==> src/rtl/ramt_pkg.sv <==
// Shared types and constants for the range-add minimum tree.
package ramt_pkg;

  localparam int POS_W   = 11;
  localparam int DELTA_W = 16;
  localparam int VAL_W   = 32;

  localparam logic [POS_W-1:0] POS_RESET = 11'd1024;

  // Partial nodes on one root-to-leaf path, with an 11-bit position count.
  localparam int STK_D  = 12;
  localparam int STK_AW = $clog2(STK_D);
  localparam int SP_W   = $clog2(STK_D + 1);

  typedef enum logic [3:0] {
    OP_NONE,
    OP_CLEAR,
    OP_START,
    OP_ENTER,
    OP_LOAD,
    OP_PUSHL,
    OP_PUSHR,
    OP_DESCEND,
    OP_TURN,
    OP_POP,
    OP_COMB1,
    OP_COMB2,
    OP_COMB3,
    OP_ROOT,
    OP_EMIT
  } ramt_op_e;

  typedef struct packed {
    ramt_op_e op;
  } ramt_cmd_t;

  typedef struct packed {
    logic clr_last;
    logic k_oob;
    logic push_needed;
    logic partial;
    logic sp_empty;
    logic top_right;
    logic out_free;
  } ramt_sts_t;

endpackage

==> src/rtl/ramt_ctrl.sv <==
// Controller state machine sequencing the tree walk.
module ramt_ctrl (
  input  logic               clk_i,
  input  logic               rst_ni,
  input  logic               in_valid_i,
  output logic               in_stall_o,
  input  ramt_pkg::ramt_sts_t sts_i,
  output ramt_pkg::ramt_cmd_t cmd_o
);
  import ramt_pkg::*;

  localparam logic [3:0] S_CLEAR = 4'd0;
  localparam logic [3:0] S_IDLE  = 4'd1;
  localparam logic [3:0] S_ENTER = 4'd2;
  localparam logic [3:0] S_LOAD  = 4'd3;
  localparam logic [3:0] S_PUSHL = 4'd4;
  localparam logic [3:0] S_PUSHR = 4'd5;
  localparam logic [3:0] S_DESC  = 4'd6;
  localparam logic [3:0] S_RET   = 4'd7;
  localparam logic [3:0] S_COMB1 = 4'd8;
  localparam logic [3:0] S_COMB2 = 4'd9;
  localparam logic [3:0] S_COMB3 = 4'd10;
  localparam logic [3:0] S_ROOT  = 4'd11;
  localparam logic [3:0] S_EMIT  = 4'd12;

  logic [3:0] state_q, state_d;

  always_comb begin
    state_d   = state_q;
    cmd_o.op  = OP_NONE;
    case (state_q)
      S_CLEAR: begin
        cmd_o.op = OP_CLEAR;
        if (sts_i.clr_last) state_d = S_IDLE;
      end
      S_IDLE: begin
        if (in_valid_i) begin
          cmd_o.op = OP_START;
          state_d  = S_ENTER;
        end
      end
      S_ENTER: begin
        cmd_o.op = OP_ENTER;
        state_d  = sts_i.k_oob ? S_RET : S_LOAD;
      end
      S_LOAD: begin
        cmd_o.op = OP_LOAD;
        if (sts_i.push_needed) state_d = S_PUSHL;
        else if (sts_i.partial) state_d = S_DESC;
        else state_d = S_RET;
      end
      S_PUSHL: begin
        cmd_o.op = OP_PUSHL;
        state_d  = S_PUSHR;
      end
      S_PUSHR: begin
        cmd_o.op = OP_PUSHR;
        state_d  = sts_i.partial ? S_DESC : S_RET;
      end
      S_DESC: begin
        cmd_o.op = OP_DESCEND;
        state_d  = S_ENTER;
      end
      S_RET: begin
        if (sts_i.sp_empty) begin
          state_d = S_ROOT;
        end else if (sts_i.top_right) begin
          cmd_o.op = OP_POP;
          state_d  = S_COMB1;
        end else begin
          cmd_o.op = OP_TURN;
          state_d  = S_ENTER;
        end
      end
      S_COMB1: begin
        cmd_o.op = OP_COMB1;
        state_d  = S_COMB2;
      end
      S_COMB2: begin
        cmd_o.op = OP_COMB2;
        state_d  = S_COMB3;
      end
      S_COMB3: begin
        cmd_o.op = OP_COMB3;
        state_d  = S_RET;
      end
      S_ROOT: begin
        cmd_o.op = OP_ROOT;
        state_d  = S_EMIT;
      end
      S_EMIT: begin
        cmd_o.op = OP_EMIT;
        if (sts_i.out_free) state_d = S_IDLE;
      end
      default: begin
        state_d = S_IDLE;
      end
    endcase
  end

  always_ff @(posedge clk_i or negedge rst_ni) begin
    if (!rst_ni) begin
      state_q <= S_CLEAR;
    end else begin
      state_q <= state_d;
    end
  end

  assign in_stall_o = (state_q != S_IDLE);

  a_clear_only_after_reset: assert property (@(posedge clk_i) disable iff (!rst_ni)
    (state_q != S_CLEAR) |=> (state_q != S_CLEAR))
    else $error("clear pass re-entered");

  a_start_only_when_idle: assert property (@(posedge clk_i) disable iff (!rst_ni)
    (cmd_o.op == OP_START) |-> (state_q == S_IDLE) && in_valid_i)
    else $error("transaction started outside idle");

  a_emit_leaves_on_free: assert property (@(posedge clk_i) disable iff (!rst_ni)
    (state_q == S_EMIT && sts_i.out_free) |=> (state_q == S_IDLE))
    else $error("result not handed over");

endmodule

==> config.mk <==
export PLATFORM = sky130hd
export DESIGN_NAME = ramt_ctrl
export DESIGN_NICKNAME = d
export VERILOG_FILES = /design/src/rtl/ramt_pkg.sv /design/src/rtl/ramt_ctrl.sv
export SDC_FILE = /design/constraint.sdc
export NUM_CORES = 1
export LEC_CHECK = 0
export ABC_AREA = 1
export BUFFER_PORTS_ARGS = -buffer_cell sky130_fd_sc_hd__buf_2
export CAP_MARGIN = 15
export CORE_AREA = 2 2 39 41
export DETAILED_ROUTE_END_ITERATION = 10
export DIE_AREA = 0 0 41 43
export HOLD_SLACK_MARGIN = 0.03
export PLACE_DENSITY = 0.63
export SLEW_MARGIN = 20
export SYNTH_ARGS = -nofsm -noshare
export SYNTH_HDL_FRONTEND = slang
export SYNTH_SLANG_ARGS = --single-unit
==> constraint.sdc <==
create_clock -name clk_i -period 1.7 [get_ports clk_i]
set_clock_uncertainty 0.1 [all_clocks]
set_input_delay 0.085 -clock clk_i [delete_from_list [all_inputs] [get_ports clk_i]]
set_output_delay 0.085 -clock clk_i [all_outputs]
set_load 0.02 [all_outputs]
; ---- Yosys cells after proc, flatten, opt, wreduce, memory -nomap -nowiden
; Index checks and enable logic that the tools add are counted.
; W data, S select, Z words.
[totals]
ff_bits = 4
latch_bits = 0
ram_bits = 0
rom_bits = 0
input_bits = 10
out_inout_bits = 5
elab_cells = 32
memories = 0
[classes]
add_sub_neg = 0
mul = 0
div = 0
magnitude_cmp = 0
n_eq_ne = 16
n_shift = 0
muxes = 13
n_bitwise = 0
n_reduce_logical = 2
[op_table]
columns = operator, n
row1 = $pmux W4 S13, 2
row2 = $mux W4, 6
row3 = $eq A4 B4 Y1 const B, 5
row4 = $eq A4 B3 Y1 const B, 4
row5 = $eq A4 B2 Y1 const B, 2
row6 = $ne A2 B2 Y1 const B, 3
row7 = $eq A4 B1 Y1 const B, 1
row8 = $logic_not A4 Y1, 1
row9 = $mux W2, 2
row10 = $ne A4 B1 Y1 const B, 1
row11 = $mux W3, 1
row12 = $reduce_and A3 Y1, 1
row13 = $mux W1, 2

; ---- Logic depth before layout (Yosys ltp)
[depth]
word_depth = 3
ltp_mapped = 9
depth_no_buf = 9

; ---- Worst setup path after synthesis
; Ideal clock, no wire load.
[synth_path]
kind = reg-to-output
from = register state_q[1]
to = output port cmd_o[3] (netlist bit)
arrival_ns = 1.137
setup_slack_ns = 0.378
path_stages_with_launch = 5
n_path_buf = 0
path_cell_list = dfrtp_1 -> nand2_1 -> nor3_1 -> nand2_1 -> a21oi_1
[synth_lines]
columns = item, line
row1 = start: declaration, ramt_ctrl.sv:26  ; logic [3:0] state_q, state_d;
row2 = start signal: assignment, ramt_ctrl.sv:105  ; state_q <= state_d;
row3 = end: declaration, ramt_ctrl.sv:8  ; output ramt_pkg::ramt_cmd_t cmd_o

==> impl_results.html <==
<table>
<tr><th>Metric</th><th>Value</th></tr>
<tr><th colspan="2">Clock tree</th></tr>
<tr><td>Number of buffers added by the clock tree synthesis step</td><td>3</td></tr>
<tr><td>Worst skew pair latency</td><td>0.23 ns</td></tr>
<tr><td>Deepest level of the CTS H-tree</td><td>1</td></tr>
<tr><td>Clock tree from TritonCTS</td><td>built</td></tr>
<tr><td>Maximum count of clock buffers along a single path</td><td>2</td></tr>
<tr><td>Post CTS Setup Buffer Count</td><td>0</td></tr>
<tr><td>CTS root buf</td><td>sky130_fd_sc_hd__clkbuf_4</td></tr>
<tr><td>Clock transition at the registers of the reported paths</td><td>0.04 ns</td></tr>
<tr><td>Sinks on Clock Net</td><td>4</td></tr>
<tr><th colspan="2">STA</th></tr>
<tr><td>Crit share post-route</td><td>0.937</td></tr>
<tr><td>Achievable Freq</td><td>628 MHz</td></tr>
<tr><td>Final Max Tran Viols</td><td>0</td></tr>
<tr><td>Normalized max-slew margin</td><td>0.813</td></tr>
<tr><td>Setup repair after global routing missed its margin</td><td>yes</td></tr>
<tr><td>Actual slew at the worst max-slew pin</td><td>0.280 ns</td></tr>
<tr><td>Setup ws final</td><td>about 0.11 ns</td></tr>
<tr><td>Final hold violations</td><td>0</td></tr>
<tr><td>Total setup violations reported at the end of the flow</td><td>0</td></tr>
<tr><td>Final setup TNS</td><td>0 ns</td></tr>
<tr><td>Time the final worst path needs with I/O delays and setup</td><td>approximately 1.6 ns</td></tr>
<tr><th colspan="2">Drt</th></tr>
<tr><td>DR iter-0 viols</td><td>14</td></tr>
<tr><td>Post-detailed-route via-to-cell ratio</td><td>4.80</td></tr>
<tr><td>Detailed-route DRC error count</td><td>0</td></tr>
<tr><td>Post-detailed-routing wire length</td><td>1160 um</td></tr>
<tr><td>Routed len/inst</td><td>approximately 10 um</td></tr>
<tr><td>First-pass detailed-route iteration total</td><td>4</td></tr>
<tr><td>Vias</td><td>542</td></tr>
<tr><td>Final ANT Viol Nets</td><td>0</td></tr>
<tr><th colspan="2">Synth</th></tr>
<tr><td>Number of synthesized flops with an enable pin</td><td>0</td></tr>
<tr><td>Cell accounting for the most synthesized area</td><td>sky130_fd_sc_hd__dfrtp_1</td></tr>
<tr><td>Proportion of netlist area held by the largest area contributor</td><td>0.227</td></tr>
<tr><td>Number of distinct library cells after synthesis</td><td>17</td></tr>
<tr><td>Synth top cells by count</td><td>24 x sky130_fd_sc_hd__nand2_1, 10 x sky130_fd_sc_hd__inv_1, 7 x sky130_fd_sc_hd__nor2_1</td></tr>
<tr><td>Cells after Synth</td><td>78</td></tr>
<tr><td>Flip-flop and latch count after synthesis</td><td>4</td></tr>
<tr><td>Dominant cell by count in the synthesized netlist</td><td>sky130_fd_sc_hd__nand2_1</td></tr>
<tr><td>Syn Nets</td><td>88</td></tr>
<tr><td>Combined area of all synthesized cells</td><td>440 um^2</td></tr>
<tr><td>Post-synthesis area per instance</td><td>5.65 um^2</td></tr>
<tr><td>FFs w/ async S/R, synth</td><td>1.00</td></tr>
<tr><td>Post-synth top flop</td><td>sky130_fd_sc_hd__dfrtp_1</td></tr>
<tr><td>Sequential area share after synthesis</td><td>0.227</td></tr>
<tr><td>Dominant cells by area after synthesis</td><td>sky130_fd_sc_hd__dfrtp_1 23%, sky130_fd_sc_hd__nand2_1 20%, sky130_fd_sc_hd__inv_1 8.5%</td></tr>
<tr><td>Yosys warning total</td><td>0</td></tr>
<tr><th colspan="2">Floorplanning</th></tr>
<tr><td>Number of primary I/O pins</td><td>15</td></tr>
<tr><td>Die X-Extent</td><td>41 um</td></tr>
<tr><td>Count of standard-cell rows</td><td>14</td></tr>
<tr><td>Area of the die</td><td>1760 um^2</td></tr>
<tr><td>Floorplan die height</td><td>43 um</td></tr>
<tr><td>Area of the core</td><td>1380 um^2</td></tr>
<tr><td>Effective utilization at floorplan</td><td>0.318</td></tr>
<tr><th colspan="2">Placed design</th></tr>
<tr><td>Final Wtd Congestion</td><td>0.756</td></tr>
<tr><td>Pre-CTS worst setup slack</td><td>0.283 ns</td></tr>
<tr><td>HPWL after detailed placement</td><td>915 um</td></tr>
<tr><td>Number of I/O port buffers</td><td>14</td></tr>
<tr><td>Placed Instance Area</td><td>531 um^2</td></tr>
<tr><td>Placed Cells</td><td>108</td></tr>
<tr><th colspan="2">Layout</th></tr>
<tr><td>Number of standard cells in the final layout excluding fillers</td><td>113</td></tr>
<tr><td>Area delta synth-&gt;final</td><td>32.4%</td></tr>
<tr><td>Summed area of non-filler cells in the final layout</td><td>583 um^2</td></tr>
<tr><td>Flip-flop count of the largest register, all copies and words added</td><td>4</td></tr>
<tr><td>End-of-flow core utilization</td><td>0.421</td></tr>
<tr><td>Net count, final</td><td>109</td></tr>
<tr><td>Antenna diode instance count</td><td>0</td></tr>
<tr><td>Share of final-layout standard cells stronger than drive strength 1</td><td>0.330</td></tr>
<tr><td>Biggest regs</td><td>state_q: 4 flops</td></tr>
<tr><td>Biggest register</td><td>state_q</td></tr>
<tr><th colspan="2">Critical path</th></tr>
<tr><td>Required time of the worst setup path</td><td>between 1.5 and 2 ns</td></tr>
<tr><td>Arrival time reported for the critical path endpoint</td><td>1.41 ns</td></tr>
<tr><td>List of cells traversed by the critical path</td><td>nor2_2 &gt; nand2_1 &gt; inv_1 &gt; a21oi_1 &gt; nand4_1 &gt; buf_2</td></tr>
<tr><td>Worst R2R Path Depth</td><td>8</td></tr>
<tr><td>Largest fanout on the critical path</td><td>6</td></tr>
<tr><td>Type of the worst setup path</td><td>flip-flop to output port</td></tr>
<tr><td>Type of element capturing the critical path</td><td>output port</td></tr>
<tr><td>Worst Setup Start Kind</td><td>flip-flop</td></tr>
<tr><td>Worst path max stage delay</td><td>0.46 ns</td></tr>
<tr><td>Slack of the worst reg-to-reg path</td><td>0.36 ns</td></tr>
<tr><td>Worst-path cell with the longest stage delay</td><td>sky130_fd_sc_hd__dfrtp_1</td></tr>
<tr><td>Reg-to-Reg Start</td><td>state_q[3]$_DFFE_PN0P_</td></tr>
<tr><td>Endpoint of the most critical register-to-register path</td><td>state_q[0]$_DFFE_PN0P_</td></tr>
<tr><th colspan="2">Global route</th></tr>
<tr><td>Total gr overflow</td><td>0</td></tr>
<tr><td>First-pass GRT wire length</td><td>between 1500 and 2000 um</td></tr>
<tr><td>Pin count of the biggest net entering global routing</td><td>7</td></tr>
<tr><td>Overall Global Routing Usage</td><td>0.153</td></tr>
<tr><td>Vias in the first global route</td><td>466</td></tr>
<tr><td>Antenna violations before repair</td><td>0</td></tr>
<tr><th colspan="2">Pwr</th></tr>
<tr><td>Standby leakage power</td><td>0.338 nW</td></tr>
<tr><td>Peak VDD IR</td><td>between 600 and 700 uV</td></tr>
<tr><td>Power per Cell Area</td><td>about 2100 nW/um^2</td></tr>
<tr><th colspan="2">Run status</th></tr>
<tr><td>Run status</td><td>complete, no violations</td></tr>
<tr><th colspan="2">Job</th></tr>
<tr><td>Number of max-cap violations</td><td>0</td></tr>
<tr><th colspan="2">Min path</th></tr>
<tr><td>Cell count of the worst hold path</td><td>4</td></tr>
<tr><td>Worst min path class</td><td>input port to flip-flop</td></tr>
<tr><td>Launch point of the worst hold path</td><td>in_valid_i</td></tr>
<tr><td>Terminating pin of the worst hold path</td><td>state_q[0]$_DFFE_PN0P_</td></tr>
</table>
==> metal layers <==
layer | vias up | wire length, um | track usage
li1 | 288 | - | -
met1 | 241 | 540 | 0.203
met2 | 13 | 567 | 0.225
met3 | 0 | 49 | 0
met4 | 0 | 0 | 0.120
met5 | - | 0 | 0
==> layout by cell type (no fill, tap or decap), types with 2 or more instances in the layout <==
| master | n |
|---|---|
| sky130_fd_sc_hd__buf_2 | 14 |
| sky130_fd_sc_hd__nand3_1 | 4 |
| sky130_fd_sc_hd__inv_2 | 5 |
| sky130_fd_sc_hd__dfrtp_1 | 4 |
| sky130_fd_sc_hd__nor2_1 | 7 |
| sky130_fd_sc_hd__nand2_2 | 3 |
| sky130_fd_sc_hd__nor2_4 | 2 |
| sky130_fd_sc_hd__nor2_2 | 4 |
| sky130_fd_sc_hd__inv_1 | 10 |
| sky130_fd_sc_hd__nand2_1 | 24 |
| sky130_fd_sc_hd__o21ai_0 | 3 |
| sky130_fd_sc_hd__dlygate4sd3_1 | 2 |
| sky130_fd_sc_hd__a21oi_1 | 5 |
| sky130_fd_sc_hd__nand4_1 | 2 |
| sky130_fd_sc_hd__clkbuf_4 | 3 |
==> how the worst max path moves through the flow <==
stage,startpoint,endpoint,slack [ns]
finish,state_q[3]$_DFFE_PN0P_,cmd_o[2],0.11
global route,state_q[3]$_DFFE_PN0P_,cmd_o[2],-0.003
CTS,state_q[3]$_DFFE_PN0P_,cmd_o[1],0.05
detailed placement,state_q[3]$_DFFE_PN0P_,state_q[0]$_DFFE_PN0P_,0.28
global placement,state_q[3]$_DFFE_PN0P_,state_q[0]$_DFFE_PN0P_,0.30
floorplan,state_q[1]$_DFFE_PN0P_,cmd_o[3],0.38
==> kinds of logic after synthesis <==
group | count (synthesis) | share of synthesized area
DFF | 4 | 0.227
AOI/OAI and AO/OA | 12 | 0.156
and+or+nand+nor | 47 | 0.489
buffers and inverters | 15 | 0.128
==> report_power, final <==
| part | switching [W] | internal, W | total (W) |
|---|---|---|---|
| clock network | 0.0000369 | 0.0000788 | 0.000116 |
| registers | 0.0000844 | 0.000147 | 0.000232 |
| logic | 0.000598 | 0.000303 | 0.000901 |
| total | 0.000719 | 0.000530 | 0.00125 |
==> per-stage QoR <==
| stage | power, W | hold WS (ns) |
|---|---|---|
| after floorplan | 0.000881 | -0.311 |
| after global placement | 0.00111 | -0.209 |
| final | 0.00125 | 0.0334 |
| after global routing | 0.00138 | 0.0496 |
| after detailed placement | 0.00110 | -0.208 |
| after CTS | 0.00123 | 0.0321 |
==> area by class of cell <==
| class | instances | area (um^2) |
|---|---|---|
| clock buffer | 3 | 22.5 |
| fill | 162 | 801 |
| inverter | 15 | 56.3 |
| multi-input combinational | 59 | 294 |
| sequential | 4 | 100 |
| tap | 16 | 20.0 |
| timing repair buffer | 16 | 90.1 |
==> worst max-delay path, delay by kind of cell (launching register included) <==
family / cells / cell delay, ns
AOI/OAI and AO/OA: 1 / 0.04
and+or+nand+nor: 3 / 0.42
DFF: 1 / 0.46
buffers and inverters: 2 / 0.24
==> what timing repair did <==
| action | CTS | global route |
|---|---|---|
| endpoints found under the setup margin | 0 | 2 |
| hold endpoints to repair | 5 | 0 |
| hold buffers | 2 | 0 |
| gates resized for setup | 0 | 2 |
Note: power is estimated with default switching activity, not from simulation.
